$ cat src/hw/rtl/time_of_day_pump_scheduler_defines.svh
// assertion helpers shared by the scheduler rtl
`ifndef TIME_OF_DAY_PUMP_SCHEDULER_DEFINES_SVH
`define TIME_OF_DAY_PUMP_SCHEDULER_DEFINES_SVH

// same-cycle implication, checked outside reset
`define TDPS_ASSERT_IMP(lbl, ck, rn, ante, cons) \
    lbl: assert property (@(posedge ck) disable iff (!rn) (ante) |-> (cons)) \
        else $error("scheduler check failed");

// next-cycle implication, checked outside reset
`define TDPS_ASSERT_NEXT(lbl, ck, rn, ante, cons) \
    lbl: assert property (@(posedge ck) disable iff (!rn) (ante) |=> (cons)) \
        else $error("scheduler check failed");

`endif

$ cat src/hw/rtl/tdps_pkg.sv
package tdps_pkg;

    // field widths
    localparam int TIME_W     = 17;
    localparam int ELAPSED_W  = 18;
    localparam int SLOT_IDX_W = 3;
    localparam int MODE_W     = 2;
    localparam int CFG_IDX_W  = 3;
    localparam int STEP_CNT_W = 5;

    // one day in seconds at two widths
    localparam logic [TIME_W-1:0]    DAY_SECONDS   = 17'd86400;
    localparam logic [ELAPSED_W-1:0] DAY_SECONDS_E = 18'd86400;

    // remainder steps, one quotient bit each
    localparam logic [STEP_CNT_W-1:0] DIV_STEPS = 5'd18;

    // operating modes
    localparam logic [MODE_W-1:0] MODE_OFF    = 2'd0;
    localparam logic [MODE_W-1:0] MODE_ON     = 2'd1;
    localparam logic [MODE_W-1:0] MODE_CYCLIC = 2'd2;
    localparam logic [MODE_W-1:0] MODE_CUSTOM = 2'd3;

    // configuration register indexes
    localparam logic [CFG_IDX_W-1:0] CFG_MODE      = 3'd0;
    localparam logic [CFG_IDX_W-1:0] CFG_PERIOD    = 3'd1;
    localparam logic [CFG_IDX_W-1:0] CFG_DUTY      = 3'd2;
    localparam logic [CFG_IDX_W-1:0] CFG_WIN_START = 3'd3;
    localparam logic [CFG_IDX_W-1:0] CFG_WIN_STOP  = 3'd4;

    // input opcodes
    localparam logic OP_EVAL = 1'b0;
    localparam logic OP_LOAD = 1'b1;

    // request into the remainder unit
    typedef struct packed {
        logic                 start;
        logic [ELAPSED_W-1:0] dividend;
        logic [TIME_W-1:0]    divisor;
    } tdps_rem_req_t;

    // status out of the remainder unit
    typedef struct packed {
        logic              busy;
        logic              done;
        logic [TIME_W-1:0] rem;
    } tdps_rem_rsp_t;

    // slot table write
    typedef struct packed {
        logic                  en;
        logic [SLOT_IDX_W-1:0] index;
        logic [TIME_W-1:0]     start;
        logic [TIME_W-1:0]     duration;
    } tdps_slot_wr_t;

    // one result
    typedef struct packed {
        logic                  pump_on;
        logic                  in_window;
        logic [SLOT_IDX_W-1:0] matched_slot;
        logic                  period_fault;
    } tdps_result_t;

    // fold a 17-bit time into one day; inputs stay below two days
    function automatic logic [TIME_W-1:0] reduce_day(input logic [TIME_W-1:0] v);
        logic [TIME_W-1:0] r;
        r = (v >= DAY_SECONDS) ? (v - DAY_SECONDS) : v;
        return r;
    endfunction

endpackage

$ cat src/hw/rtl/tdps_rem_unit.sv
`include "time_of_day_pump_scheduler_defines.svh"

module tdps_rem_unit (
    input  logic                   clk,
    input  logic                   rst_n,
    input  tdps_pkg::tdps_rem_req_t req,
    output tdps_pkg::tdps_rem_rsp_t rsp
);
    import tdps_pkg::*;

    logic                  busy_reg;
    logic                  done_reg;
    logic [STEP_CNT_W-1:0] cnt_reg;
    logic [ELAPSED_W-1:0]  dvd_reg;
    logic [TIME_W-1:0]     div_reg;
    logic [TIME_W-1:0]     rem_reg;

    logic [TIME_W:0]   shifted;
    logic [TIME_W:0]   diff;
    logic [TIME_W-1:0] rem_step;

    // one restoring step: shift in the next dividend bit, subtract if it fits
    always_comb
    begin
        shifted  = {rem_reg, dvd_reg[ELAPSED_W-1]};
        diff     = shifted - {1'b0, div_reg};
        rem_step = (shifted >= {1'b0, div_reg}) ? diff[TIME_W-1:0] : shifted[TIME_W-1:0];
    end

    // step counter and completion flag
    always_ff @(posedge clk or negedge rst_n)
    begin
        if (!rst_n)
        begin
            busy_reg <= 1'b0;
            done_reg <= 1'b0;
            cnt_reg  <= '0;
        end
        else if (req.start && !busy_reg)
        begin
            busy_reg <= 1'b1;
            done_reg <= 1'b0;
            cnt_reg  <= DIV_STEPS;
        end
        else if (busy_reg)
        begin
            cnt_reg <= cnt_reg - STEP_CNT_W'(1);
            if (cnt_reg == STEP_CNT_W'(1))
            begin
                busy_reg <= 1'b0;
                done_reg <= 1'b1;
            end
        end
        else
        begin
            done_reg <= 1'b0;
        end
    end

    // operand and partial remainder
    always_ff @(posedge clk)
    begin
        if (req.start && !busy_reg)
        begin
            dvd_reg <= req.dividend;
            div_reg <= req.divisor;
            rem_reg <= '0;
        end
        else if (busy_reg)
        begin
            dvd_reg <= {dvd_reg[ELAPSED_W-2:0], 1'b0};
            rem_reg <= rem_step;
        end
    end

    assign rsp.busy = busy_reg;
    assign rsp.done = done_reg;
    assign rsp.rem  = rem_reg;

    `TDPS_ASSERT_IMP(a_rem_below_div, clk, rst_n, busy_reg, (div_reg != '0) && (rem_reg < div_reg))
    `TDPS_ASSERT_NEXT(a_start_runs, clk, rst_n, req.start && !busy_reg, busy_reg && !done_reg)
    `TDPS_ASSERT_IMP(a_done_idle, clk, rst_n, done_reg, !busy_reg && (cnt_reg == '0))

endmodule

$ cat src/hw/rtl/tdps_slot_table.sv
module tdps_slot_table #(
    parameter int DEPTH = 8
) (
    input  logic                                  clk,
    input  logic                                  rst_n,
    input  tdps_pkg::tdps_slot_wr_t               wr,
    input  logic [((DEPTH > 1) ? $clog2(DEPTH) : 1)-1:0] rd_index,
    input  logic [tdps_pkg::TIME_W-1:0]           now,
    output logic                                  match
);
    import tdps_pkg::*;

    localparam int IDX_W = (DEPTH > 1) ? $clog2(DEPTH) : 1;

    // start is kept already folded into one day
    logic [TIME_W-1:0] start_reg [DEPTH];
    logic [TIME_W-1:0] dur_reg   [DEPTH];

    logic [ELAPSED_W-1:0] s_e;
    logic [ELAPSED_W-1:0] end_e;
    logic [ELAPSED_W-1:0] now_e;
    logic [ELAPSED_W-1:0] now_next_day;

    // table write, all slots disabled after reset
    always_ff @(posedge clk or negedge rst_n)
    begin
        if (!rst_n)
        begin
            for (int i = 0; i < DEPTH; i++)
            begin
                start_reg[i] <= '0;
                dur_reg[i]   <= '0;
            end
        end
        else if (wr.en)
        begin
            start_reg[wr.index[IDX_W-1:0]] <= reduce_day(wr.start);
            dur_reg[wr.index[IDX_W-1:0]]   <= wr.duration;
        end
    end

    // today's run or yesterday's spill past midnight
    always_comb
    begin
        s_e          = {1'b0, start_reg[rd_index]};
        end_e        = s_e + {1'b0, dur_reg[rd_index]};
        now_e        = {1'b0, now};
        now_next_day = now_e + DAY_SECONDS_E;
        match        = (dur_reg[rd_index] != '0) &&
                       (((now_e >= s_e) && (now_e < end_e)) || (now_next_day < end_e));
    end

endmodule

$ cat src/hw/rtl/time_of_day_pump_scheduler.sv
// Time-of-day pump scheduler.
// Input stream (s_*): one transaction is either an evaluate tick (s_tuser = 0)
// carrying the time of day, or a slot load (s_tuser = 1) writing one custom slot.
// Output stream (m_*): one result per evaluate tick, none per load.
// Configuration: cfg_we writes register cfg_index with cfg_wdata; write it only
// while no tick is in flight.
// Sequence: a load is written to the slot table straight from idle. An evaluate
// tick in off or on mode goes straight to the finish state; custom mode scans
// one slot per cycle, up to min(SLOT_COUNT, 8) slots; cyclic mode, inside the
// window, runs the elapsed time through an 18-step shift-subtract remainder unit.
// s_tready is high only between items, so no item is taken while one is in work.
// A finished result sits in the output register; the next item is accepted
// while it waits. If the receiver stalls, the following result waits in the
// sequencer and input stays blocked until the output register frees up.
// Reset clears the control and configuration registers and the slot table, so every slot is disabled.
`include "time_of_day_pump_scheduler_defines.svh"

module time_of_day_pump_scheduler #(
    parameter int SLOT_COUNT = 8
) (
    input  logic                               clk,
    input  logic                               rst_n,
    // time_of_day[16:0], slot_index[19:17], slot_start[36:20],
    // slot_duration[53:37], zero pad [55:54]
    input  logic [55:0]                        s_tdata,
    // opcode[0]
    input  logic                               s_tuser,
    input  logic                               s_tvalid,
    output logic                               s_tready,
    // pump_on[0], in_window[1], matched_slot[4:2], period_fault[5], zero pad [7:6]
    output logic [7:0]                         m_tdata,
    output logic                               m_tvalid,
    input  logic                               m_tready,
    input  logic                               cfg_we,
    input  logic [tdps_pkg::CFG_IDX_W-1:0]     cfg_index,
    input  logic [tdps_pkg::TIME_W-1:0]        cfg_wdata
);
    import tdps_pkg::*;

    localparam int TABLE_DEPTH = (SLOT_COUNT < (2 ** SLOT_IDX_W)) ? SLOT_COUNT
                                                                   : (2 ** SLOT_IDX_W);
    localparam int IDX_W = (TABLE_DEPTH > 1) ? $clog2(TABLE_DEPTH) : 1;

    localparam logic [2:0] ST_IDLE      = 3'd0;
    localparam logic [2:0] ST_CYC_SETUP = 3'd1;
    localparam logic [2:0] ST_CYC_DIV   = 3'd2;
    localparam logic [2:0] ST_SCAN      = 3'd3;
    localparam logic [2:0] ST_FINISH    = 3'd4;

    // configuration
    logic [MODE_W-1:0] mode_reg;
    logic [TIME_W-1:0] period_reg;
    logic [TIME_W-1:0] duty_reg;
    logic [TIME_W-1:0] win_start_reg;
    logic [TIME_W-1:0] win_stop_reg;

    // sequencer
    logic [2:0]       state_reg, state_next;
    logic [IDX_W-1:0] scan_reg, scan_next;
    logic [TIME_W-1:0] now_reg, now_next;
    tdps_result_t     res_reg, res_next;
    tdps_result_t     out_reg, out_next;
    logic             out_valid_reg, out_valid_next;

    tdps_rem_req_t rem_req;
    tdps_rem_rsp_t rem_rsp;
    tdps_slot_wr_t slot_wr;
    logic          slot_match;

    logic                 wrap;
    logic                 now_lt_stop;
    logic                 win_hit;
    logic [ELAPSED_W-1:0] elapsed_base;
    logic [ELAPSED_W-1:0] elapsed;

    // configuration writes, window times folded into one day
    always_ff @(posedge clk or negedge rst_n)
    begin
        if (!rst_n)
        begin
            mode_reg      <= MODE_OFF;
            period_reg    <= '0;
            duty_reg      <= '0;
            win_start_reg <= '0;
            win_stop_reg  <= '0;
        end
        else if (cfg_we)
        begin
            case (cfg_index)
                CFG_MODE:      mode_reg      <= cfg_wdata[MODE_W-1:0];
                CFG_PERIOD:    period_reg    <= cfg_wdata;
                CFG_DUTY:      duty_reg      <= cfg_wdata;
                CFG_WIN_START: win_start_reg <= reduce_day(cfg_wdata);
                CFG_WIN_STOP:  win_stop_reg  <= reduce_day(cfg_wdata);
                default:       ;
            endcase
        end
    end

    // window test and elapsed time since the window opened
    always_comb
    begin
        wrap         = (win_start_reg >= win_stop_reg);
        now_lt_stop  = (now_reg < win_stop_reg);
        win_hit      = wrap ? (now_lt_stop || (now_reg >= win_start_reg))
                            : (now_lt_stop && (now_reg >= win_start_reg));
        elapsed_base = {1'b0, now_reg} + ((wrap && now_lt_stop) ? DAY_SECONDS_E : '0);
        elapsed      = elapsed_base - {1'b0, win_start_reg};
    end

    // sequencer next state
    always_comb
    begin
        state_next     = state_reg;
        scan_next      = scan_reg;
        now_next       = now_reg;
        res_next       = res_reg;
        out_next       = out_reg;
        out_valid_next = out_valid_reg;

        rem_req.start    = 1'b0;
        rem_req.dividend = elapsed;
        rem_req.divisor  = period_reg;

        slot_wr.en       = 1'b0;
        slot_wr.index    = s_tdata[19:17];
        slot_wr.start    = s_tdata[36:20];
        slot_wr.duration = s_tdata[53:37];

        if (out_valid_reg && m_tready)
        begin
            out_valid_next = 1'b0;
        end

        case (state_reg)
            ST_IDLE:
            begin
                if (s_tvalid)
                begin
                    if (s_tuser == OP_LOAD)
                    begin
                        slot_wr.en = (int'(s_tdata[19:17]) < SLOT_COUNT);
                    end
                    else
                    begin
                        now_next  = reduce_day(s_tdata[16:0]);
                        res_next  = '0;
                        scan_next = '0;
                        case (mode_reg)
                            MODE_ON:
                            begin
                                res_next.pump_on = 1'b1;
                                state_next       = ST_FINISH;
                            end
                            MODE_CYCLIC: state_next = ST_CYC_SETUP;
                            MODE_CUSTOM: state_next = ST_SCAN;
                            default:     state_next = ST_FINISH;
                        endcase
                    end
                end
            end
            ST_CYC_SETUP:
            begin
                res_next.in_window = win_hit;
                if (!win_hit)
                begin
                    state_next = ST_FINISH;
                end
                else if (period_reg == '0)
                begin
                    res_next.period_fault = 1'b1;
                    state_next            = ST_FINISH;
                end
                else
                begin
                    rem_req.start = 1'b1;
                    state_next    = ST_CYC_DIV;
                end
            end
            ST_CYC_DIV:
            begin
                if (rem_rsp.done)
                begin
                    res_next.pump_on = (rem_rsp.rem < duty_reg);
                    state_next       = ST_FINISH;
                end
            end
            ST_SCAN:
            begin
                if (slot_match)
                begin
                    res_next.pump_on      = 1'b1;
                    res_next.in_window    = 1'b1;
                    res_next.matched_slot = SLOT_IDX_W'(scan_reg);
                    state_next            = ST_FINISH;
                end
                else if (scan_reg == IDX_W'(TABLE_DEPTH - 1))
                begin
                    state_next = ST_FINISH;
                end
                else
                begin
                    scan_next = scan_reg + IDX_W'(1);
                end
            end
            ST_FINISH:
            begin
                if (!out_valid_reg || m_tready)
                begin
                    out_next       = res_reg;
                    out_valid_next = 1'b1;
                    state_next     = ST_IDLE;
                end
            end
            default: state_next = ST_IDLE;
        endcase
    end

    // control registers
    always_ff @(posedge clk or negedge rst_n)
    begin
        if (!rst_n)
        begin
            state_reg     <= ST_IDLE;
            scan_reg      <= '0;
            out_valid_reg <= 1'b0;
        end
        else
        begin
            state_reg     <= state_next;
            scan_reg      <= scan_next;
            out_valid_reg <= out_valid_next;
        end
    end

    // payload registers
    always_ff @(posedge clk)
    begin
        now_reg <= now_next;
        res_reg <= res_next;
        out_reg <= out_next;
    end

    tdps_rem_unit u_rem (
        .clk   (clk),
        .rst_n (rst_n),
        .req   (rem_req),
        .rsp   (rem_rsp)
    );

    tdps_slot_table #(
        .DEPTH (TABLE_DEPTH)
    ) u_slots (
        .clk      (clk),
        .rst_n    (rst_n),
        .wr       (slot_wr),
        .rd_index (scan_reg),
        .now      (now_reg),
        .match    (slot_match)
    );

    // output ports
    assign s_tready = (state_reg == ST_IDLE);
    assign m_tvalid = out_valid_reg;
    assign m_tdata  = {2'b00, out_reg.period_fault, out_reg.matched_slot,
                       out_reg.in_window, out_reg.pump_on};

    `TDPS_ASSERT_IMP(a_fault_pump_off, clk, rst_n, out_valid_reg && out_reg.period_fault, out_reg.in_window && !out_reg.pump_on)
    `TDPS_ASSERT_IMP(a_match_runs, clk, rst_n, out_valid_reg && (out_reg.matched_slot != '0), out_reg.pump_on && out_reg.in_window)
    `TDPS_ASSERT_NEXT(a_div_launch, clk, rst_n, rem_req.start, (state_reg == ST_CYC_DIV) && rem_rsp.busy)

endmodule

$ cat config.mk
export PLATFORM = sky130hd
export DESIGN_NAME = time_of_day_pump_scheduler
export DESIGN_NICKNAME = d
export VERILOG_FILES = /design/src/hw/rtl/tdps_pkg.sv /design/src/hw/rtl/tdps_rem_unit.sv /design/src/hw/rtl/tdps_slot_table.sv /design/src/hw/rtl/time_of_day_pump_scheduler.sv
export VERILOG_INCLUDE_DIRS = /design/src /design/src/hw/rtl
export SDC_FILE = /design/constraint.sdc
export NUM_CORES = 1
export LEC_CHECK = 0
export BUFFER_PORTS_ARGS = -buffer_cell sky130_fd_sc_hd__buf_2
export CAP_MARGIN = 15
export CORE_AREA = 2 2 213 215
export DETAILED_ROUTE_END_ITERATION = 6
export DIE_AREA = 0 0 215 217
export PLACE_DENSITY = 0.84
export SLEW_MARGIN = 30
export SYNTH_ARGS = -nofsm -noshare
export SYNTH_HDL_FRONTEND = slang
export SYNTH_SLANG_ARGS = --single-unit
$ cat constraint.sdc
create_clock -name clk -period 12.8 [get_ports clk]
set_input_delay 2.56 -clock clk [delete_from_list [all_inputs] [get_ports clk]]
set_output_delay 2.56 -clock clk [all_outputs]
set_load 0.01 [all_outputs]
Yosys cells after proc, flatten, opt, wreduce, memory -nomap -nowiden. Index checks and enable logic that the tools add are counted.

Flip-flop bits (word level): 437. Input bits: 82. Output and inout port bits: 10. Word-level logic and storage cells: 185.

$add $sub $neg: 10. Magnitude comparators: 14. Eq/ne operators: 24. Mux-type cells: 61. Bitwise gates (word level): 3. Reductions and logical operators: 34.

Operators with widths (number): bitwise mux 136 bit (2); 2-to-1 mux 17 bit (10); binary-select mux 17 bit (select 3 bit) (2); demux 17 bit (select 3 bit) (1); greater-or-equal comparator 17 bit (3); greater-or-equal comparator 17 bit, second input constant (3); subtractor 17 bit, second input constant (3); adder 17 x 17 -> 18 bit (2); 2-to-1 mux 18 bit (2); 2-to-1 mux 3 bit (12); < comparator 17 bit (2); 2-to-1 mux 1 bit (20); AND reduction 5 bit (4); adder 17 x 17 -> 18 bit, second input constant (1); greater-or-equal comparator 18 x 17 -> 1 bit (1); < comparator 17 x 18 -> 1 bit (1); < comparator 18 bit (1); case mux 3 bit (2 select lines) (3); subtractor 18 x 17 -> 18 bit (1); logical NOT 17 bit (1); nonzero test 17 bit (1); subtractor 17 bit (1); inequality test 2 bit, second input constant (8); 2-to-1 mux 5 bit (3); other kinds (27) (58).

Logic depth before layout (Yosys ltp). Gate-level depths: netlist of the first run.

Word-level depth: 11. Mapped depth: 28. Depth with buffers taken out: 24.

Cells and area by module. A second synthesis of the first run with hierarchy kept.

Cells, all modules: 2057. Area, all modules: 24173.2 µm².

By module, submodules not included: tdps_slot_table (times used 1, cells an instance 1071, area each 13995.9 µm², seq. area each 6806.5 µm²); time_of_day_pump_scheduler (times used 1, cells an instance 700, area each 6965.4 µm², seq. area each 2797.7 µm²); tdps_rem_unit (times used 1, cells an instance 286, area each 3211.8 µm², seq. area each 1566.5 µm²).

Worst setup path before layout of the first run. Ideal clock, no wire load.

Kind: reg2reg. Start point: reg scan_reg[0]. End point: reg res_reg[1] (netlist bit) (enable). Setup time: 344 ps. Arrival time: 5576 ps. Path slack: 6880 ps. Stages on the path, launching flop included: 26. Clock period less this slack: 5920 ps. Cell sequence: dfrtp_1 > buf_6 > buf_2 > buf_2 > buf_1 > mux4_2 > mux2i_1 > inv_1 > ha_1 > a21o_1 > a21oi_1 > o21ai_2 > o211a_1 > o31a_1 > nor2_1 > xor2_1 > ha_1 > nor2b_1 > o21ai_0 > nand2b_1 > a21oi_1 > o21ai_0 > o22ai_1 > a211oi_2 > or2_1 > o21ai_0.

Longest elaborated chain between the ends: 11. Elaborated cells on any way between the ends: 17.

RTL lines: from (decl) (RTL line time_of_day_pump_scheduler.sv:59) `logic [IDX_W-1:0] scan_reg, scan_next;`; from (signal assigned) (RTL line time_of_day_pump_scheduler.sv:231) `scan_reg <= scan_next;`; NOT 3 -> 4 bit (implied by the code) * (RTL line tdps_slot_table.sv:45, tdps_slot_table.sv:46, tdps_slot_table.sv:49); binary-select mux 17 bit (select 3 bit) (on tied branches) (RTL line tdps_slot_table.sv:45, tdps_slot_table.sv:46, tdps_slot_table.sv:49); 2-to-1 mux 17 bit (on tied branches) (2 in series) (RTL line tdps_slot_table.sv:45, tdps_slot_table.sv:46, tdps_slot_table.sv:49); adder 17 x 17 -> 18 bit (RTL line tdps_slot_table.sv:46) `end_e = s_e + {1'b0, dur_reg[rd_index]};`; < comparator 17 x 18 -> 1 bit (RTL line tdps_slot_table.sv:50) `(((now_e >= s_e) && (now_e < end_e)) || (now_next_day < end_e));`; logical AND 1 bit (RTL line tdps_slot_table.sv:50); logical OR 1 bit (RTL line tdps_slot_table.sv:50); logical AND 1 bit * (RTL line tdps_slot_table.sv:49) `match = (dur_reg[rd_index] != '0) &&`; inequality test 2 bit (no source line) *; AND reduction 4 bit (no source line) *; to (signal assigned) (RTL line time_of_day_pump_scheduler.sv:240) `res_reg <= res_next;`; to (decl) (RTL line time_of_day_pump_scheduler.sv:61) `tdps_result_t res_reg, res_next;`.

Mark *: on every way between the ends. The rest lies on a longest branch, timed or not. The select of a mux whose other input is x is not followed. A chain may end at the register's enable or synchronous reset.

Final worst setup path of the first run. Ends and elaborated chain as after synthesis.

==> results of run 1 <==
routing by layer:
| metal | GRT usage | part of all wire | routed length, µm |
|---|---|---|---|
| met1 | 0.3189 | 0.41 | 24030 |
| met2 | 0.4430 | 0.50 | 29060 |
| met3 | 0.03480 | 0.052 | 2999 |
| met4 | 0.09701 | 0.032 | 1873 |
| met5 | 0 | 0 | 0 |
worst paths after layout:
| check | start | end | slack [ps] | depth (start not counted) |
|---|---|---|---|---|
| max reg2reg | scan_reg[0]$_DFFE_PN0P_ | res_reg[1]$_SDFFCE_PN0P_ | 5990 | 22 |
| max | scan_reg[0]$_DFFE_PN0P_ | res_reg[1]$_SDFFCE_PN0P_ | 5990 | 22 |
| min reg2reg | res_reg[3]$_SDFFCE_PN0P_ | m_tdata[4]$_DFFE_PP_ | 430 | 0 |
| min | res_reg[3]$_SDFFCE_PN0P_ | m_tdata[4]$_DFFE_PP_ | 430 | 0 |
| max in group asynchronous | rst_n | scan_reg[1]$_DFFE_PN0P_ | 9290 | 3 |
| min in group asynchronous | rst_n | u_slots.start_reg[83]$_DFFE_PN0P_ | 1860 | 1 |
power breakdown:
group / internal, mW / switching, mW / total [mW]
Clock: 0.896 / 0.582 / 1.48
Sequential: 2.00 / 0.400 / 2.40
Combinational: 1.56 / 1.65 / 3.22
cell usage in the layout, fill, tap and decap left out, types with 68 or more instances in the layout:
cell	Yosys	routed
dfrtp_1	356	353
mux2_2	258	258
ha_1	165	165
nand2_1	142	141
inv_1	131	131
nor2_1	123	122
o21ai_0	120	120
a21oi_1	118	118
buf_2	16	86
mux4_2	68	68
metrics by stage:
step	std cells	hold WS (ps)	total power, mW	util
after CTS	2770	422.8	7.085	0.5998
after global routing	2771	435.9	7.585	0.6010
after floorplan	2066	400.3	4.749	-
after detailed placement	2687	409.2	5.560	0.5621
final	2771	427.1	7.090	0.6010
after global placement	2686	417.7	5.334	0.5618
cells by family after synthesis:
group | share of synthesized area
DFF | 0.4631
and+or+nand+nor | 0.08212
AOI/OAI and AO/OA | 0.09462
muxes | 0.2010
buffers and inverters | 0.03600
adders and majority gates | 0.09644
xor gates and xnor gates | 0.02651
other | 0.0001555
cell usage after synthesis, types with 10 or more instances:
library cell	instances	area (µm²)
o21ai_0	120	600.6
nand2b_1	10	62.56
mux2_2	258	2905
nor4_1	15	93.84
a21oi_1	118	590.6
edfxtp_1	64	1922
dfxtp_1	17	340.3
ha_1	165	2064
o21a_1	13	97.59
nor3_1	26	130.1
mux2i_1	40	400.4
clkbuf_1	58	217.7
o21bai_1	10	75.07
dfrtp_1	356	8909
xnor2_1	48	420.4
fa_1	12	240.2
nand2_1	142	533.0
nand4_1	16	100.1
xor2_1	25	219.0
nor2b_1	20	125.1
buf_2	16	80.08
nor2_1	123	461.7
nand3_1	19	95.09
mux4_2	68	1531
inv_1	131	491.7
a21o_1	28	210.2
final cells by class:
class                           instances  area (µm²)  area share
Clock buffer                           57        1274     0.04741
Clock inverter                         26       412.9     0.01537
Inverter                              131       491.7     0.01830
Multi-Input combinational cell       1414       12130      0.4517
Sequential cell                       437       11180      0.4161
Tap cell                              600       750.7     0.02795
Timing Repair Buffer                  106       623.1     0.02320
==> qor.yml, run 1 <==
critical_path:
  critPathArrivalTime_ps: 7040
  critPathMaxFanout: 40
  cp-start-kind: "flop"
  cp_num_buf_inv: 2
  crit_path_end_kind: "flop"
  cp_top_family: "compound AO/OA/AOI/OAI gates"
  critPathKind: "flop to flop"
  critPathMaxStageDelay_ps: 840
  cpMostUsedCell: "o21ai_0"
  cp_slowest_cell: "dfrtp_4"
  cp.required_ps: 13020
  cp_cell_sequence: "buf_4 > mux4_2 > mux2i_1 > inv_1 > ha_1 > a21o_1 > a21oi_1 > o21ai_2 > o211a_1 > o31a_1 > nor2_1 > xor2_1 > ha_1 > nor2b_1 > o21ai_0 > nand2b_1 > a21oi_1 > o21ai_0 > o22ai_1 > a211oi_2 > or2_1 > o21ai_0"
sta:
  relSlewSlack: 0.3643
  final_max_slew_viol_count: 0
  hold_viol: 0
  period_share: 0.5322
  rsz0062_at_grt: "false"
  setup_ws_ps: 5988
  setup-tns-final_ps: 0
  min_period_ps: 6812
  clock-skew-final_ps: 26.61
  worstMarginPinSlew_ps: 953.6
  clock.fmax_ghz: 0.1468
  finalSetupViolations: 0
floorplanning:
  die_h_um: 217
  dieArea_um2: 46660
  start_util: 0.5396
  fp-row-count: 78
  fp.dieW_um: 215
  core_um2: 44700
  ios: 92
yosys:
  yosys_warnings: 0
  synthArstFlopShare: 0.8146
  synth-edff-count: 64
  syn_inst: 2065
  ys_seq_elements: 437
  synthesis.area_um2: 24120
  synth_ff_type: "dfrtp_1"
  ys_seq_area_frac: 0.4631
  ys_types: 81
  avgSynthCellArea_um2: 11.68
grt:
  grt_start_max_net_pins: 135
  grt_use_total: 0.2523
  grt_pass1_wl_mm: 93.45
  antenna_found_initial: 0
  overflow: 0
  first_global_vias: 17670
power:
  p_per_area_nw_per_um2: 263.9
  p_leak_nw: 12.13
  ir_worst_vdd_uv: 189.1
layout:
  fill_cells: 3460
  antenna_cells: 0
  finalInstanceArea_um2: 26860
  areaGrowthSynthToFinish_pct: 11.38
  final_layout_size_suffix_gt1_frac: 0.2492
  final_nets: 2394
route:
  drc: 0
  routed_wl_mm: 57.97
  ant_nets: 0
  vias: 16710
  drt_iter0_drc: 1282
  wl_per_cell_um: 20.92
  drt-vias-per-instance: 6.030
  first_pass_iters: 6
clock_tree:
  ctsHoldBuffers: 0
  clock_latency_ps: 600
  cts_max_level: 2
  postCtsSetupRepairBufs: 0
  cts_buffer_depth: 3
  post_cts_resize_count: 0
  clock-sinks: 437
  path_clk_slew_ps: 60
  root_buffer: "clkbuf_16"
  cts_buffers: 45
  cts_tree: "done"
min_path:
  hold_path.class: "flop to flop"
placement:
  portBuffers: 87
  placed_area_um2: 25120
  gp_congestion: 0.8909
  pre_cts_ws_ps: 5965
  place_hpwl_mm: 38.54
flow_run:
  cap_violations: 0
status:
  status: "complete, no violations"
(Power assumes the default switching activity.)
==> run 2: changes to the inputs <==
==> constraint.sdc (replaced) <==
create_clock -name clk -period 7.1 [get_ports clk]
set_input_delay 1.42 -clock clk [delete_from_list [all_inputs] [get_ports clk]]
set_output_delay 1.42 -clock clk [all_outputs]
set_load 0.01 [all_outputs]
==> run 2 against run 1 <==
Worst hold slack got worse by 2.5 ps. Global-route usage grew 0.13 points. Clock skew about the same. Final area shrank 0.35%. Critical endpoint is now res_reg[2]$_SDFFCE_PN0P_. Largest power group unchanged. Highest routed layer is now met5.
==> qor.yml, run 2 (synthesis results as in run 1) <==
critical_path:
  critPathArrivalTime_ps: 6490  # -550 ps
  critPathMaxStageDelay_ps: 670  # -170 ps
  cp.required_ps: 7330  # -5690 ps
  reg2reg_depth: 25  # +14%
  crit_path_end_kind: "flop"
  critPathKind: "flop to flop"
  critPathMaxFanout: 37  # -7.5%
  cp-start-kind: "flop"
  cp_slowest_cell: "dfrtp_4"
clock_tree:
  cts_buffer_depth: 3  # unchanged
  post_cts_resize_count: 0  # unchanged
  root_buffer: "clkbuf_16"
  clock-sinks: 437  # unchanged
  clock_latency_ps: 590  # about the same
  cts_tree: "done"
  path_clk_slew_ps: 60  # about the same
  cts_max_level: 2  # unchanged
  ctsHoldBuffers: 0  # unchanged
  postCtsSetupRepairBufs: 0  # unchanged
  cts_buffers: 46  # +2.2%
route:
  drt-vias-per-instance: 6.090  # +1.0%
  ant_nets: 0  # unchanged
  drt_iter0_drc: 1289  # +0.55%
  wl_per_cell_um: 21.01  # +0.43%
  first_pass_iters: 6  # unchanged
  drc: 0  # unchanged
  vias: 16910  # +1.2%
  routed_wl_mm: 58.32  # +0.61%
sta:
  relSlewSlack: 0.3668  # +0.002498
  rsz0062_at_grt: "false"
  min_period_ps: 6266  # -545.5 ps
  clock.fmax_ghz: 0.1596  # +8.7%
  final_max_slew_viol_count: 0  # unchanged
  finalSetupViolations: 0  # unchanged
  setup-tns-final_ps: 0  # unchanged
  clock-skew-final_ps: 26.28  # -0.3293 ps
  period_share: 0.8826  # +0.3504
  hold_viol: 0  # unchanged
  holdWs_ps: 424.5  # -2.525 ps
  worstMarginPinSlew_ps: 949.8  # -3.747 ps
power:
  p_int_mw: 7.851  # +76%
  p_leak_nw: 12.07  # -0.51%
  p_sw_mw: 4.726  # +79%
  p_per_area_nw_per_um2: 469.9  # +78%
  pwr-share-clk: 0.194  # -0.015
  swShare: 0.3758  # +0.004195
  ir_worst_vdd_uv: 321.1  # +70%
  p_comb_frac: 0.463  # +0.009
  power_mw: 12.58  # +77%
  seqPwrFrac: 0.343  # +0.005
status:
  status: "complete, no violations"
grt:
  grt_use_total: 0.2536  # +0.001252
  antenna_found_initial: 1  # +1
  grt_pass1_wl_mm: 94.12  # +0.71%
  first_global_vias: 18050  # +2.2%
  overflow: 0  # unchanged
  grt_start_max_net_pins: 161  # +19%
layout:
  layout_common_cells: "dfrtp_1 (353), mux2_2 (258), ha_1 (165), nand2_1 (141), inv_1 (131)"
  areaGrowthSynthToFinish_pct: 10.98
  final_common_cell: "dfrtp_1"
  final_nets: 2397  # +0.13%
  antenna_cells: 0  # unchanged
  final_layout_size_suffix_gt1_frac: 0.2472  # -0.001951
min_path:
  hold_path.class: "flop to flop"
  whs_path_depth: 0  # unchanged
placement:
  portBuffers: 87  # unchanged
  gp_congestion: 0.8972  # +0.71%
  place_hpwl_mm: 38.59  # +0.14%
floorplanning:
  dieArea_um2: 46660  # unchanged
  die_h_um: 217  # unchanged
  fp.dieW_um: 215  # unchanged
  ios: 92  # unchanged
  core_um2: 44700  # unchanged
  fp-row-count: 78  # unchanged
  start_util: 0.5396  # unchanged
flow_run:
  cap_violations: 0  # unchanged
run 2: changes by cell type in the layout (fill, tap and decap cells not counted), sizes merged:
| cell | previous run | this run |
|---|---|---|
| inv | 136 | 131 |
| buf | 106 | 108 |
| clkinv | 11 | 13 |
| clkbuf | 57 | 67 |
| clkinvlp | 1 | 3 |
| bufinv | 9 | 3 |
run 2: per-layer routing:
layer | GRT usage | wire length [µm] | up-vias
met4 | 0.1014 | 1610 | 2
met2 | 0.4456 | 29810 | 586
met3 | 0.04486 | 3484 | 139
li1 | - | - | 7609
met5 | 0 | 11 | -
met1 | 0.3119 | 23400 | 8570
run 2: area by class of cell:
type / count / area [µm²]
tap: 600 / 750.7
sequential: 437 / 11180
timing repair buffer: 108 / 664.4
multi-input combinational: 1414 / 12140
clock inverter: 19 / 217.7
inverter: 131 / 491.7
clock buffer: 67 / 1331
fill: 3415 / 17930
run 2: final timing paths:
path | start | end | slack [ps]
worst max-delay path | scan_reg[0]$_DFFE_PN0P_ | res_reg[2]$_SDFFCE_PN0P_ | 830
worst min-delay path | res_reg[1]$_SDFFCE_PN0P_ | m_tdata[2]$_DFFE_PP_ | 420
worst max register to register | scan_reg[0]$_DFFE_PN0P_ | res_reg[2]$_SDFFCE_PN0P_ | 830
worst min register to register | res_reg[1]$_SDFFCE_PN0P_ | m_tdata[2]$_DFFE_PP_ | 420
max in group asynchronous | rst_n | scan_reg[0]$_DFFE_PN0P_ | 5260
min in group asynchronous | rst_n | u_slots.start_reg[125]$_DFFE_PN0P_ | 700
run 2: metrics by stage:
| step | worst slack, ps | instances | instance area, µm² | utilization |
|---|---|---|---|---|
| after floorplan | 1180 | 2066 | 24120 | - |
| final | 833.7 | 2776 | 26770 | 0.5989 |
| after global routing | 324.7 | 2776 | 26770 | 0.5989 |
| after global placement | 1027 | 2689 | 25170 | 0.5631 |
| after CTS | 849.1 | 2775 | 26720 | 0.5977 |
| after detailed placement | 900.2 | 2689 | 25170 | 0.5631 |
run 2: worst max-delay path: cells and delay by family, from the launching register on:
kind / cells / cell delay [ps]
flip-flops: 1 / 670
buffers and inverters: 2 / 410
XOR/XNOR: 1 / 290
adder cells (fa/ha/maj): 3 / 730
AND/OR/NAND/NOR: 4 / 610
AO/OA/AOI/OAI: 13 / 2360
multiplexers: 2 / 840
run 2: power by group through the flow:
stage / logic, mW / registers, mW / clock network, mW
after detailed placement: 5.70 / 4.31 / 0
after global placement: 5.42 / 4.20 / 0
after floorplan: 4.57 / 3.99 / 0
after global routing: 6.47 / 4.42 / 2.58
after CTS: 5.79 / 4.29 / 2.47
final: 5.82 / 4.31 / 2.44
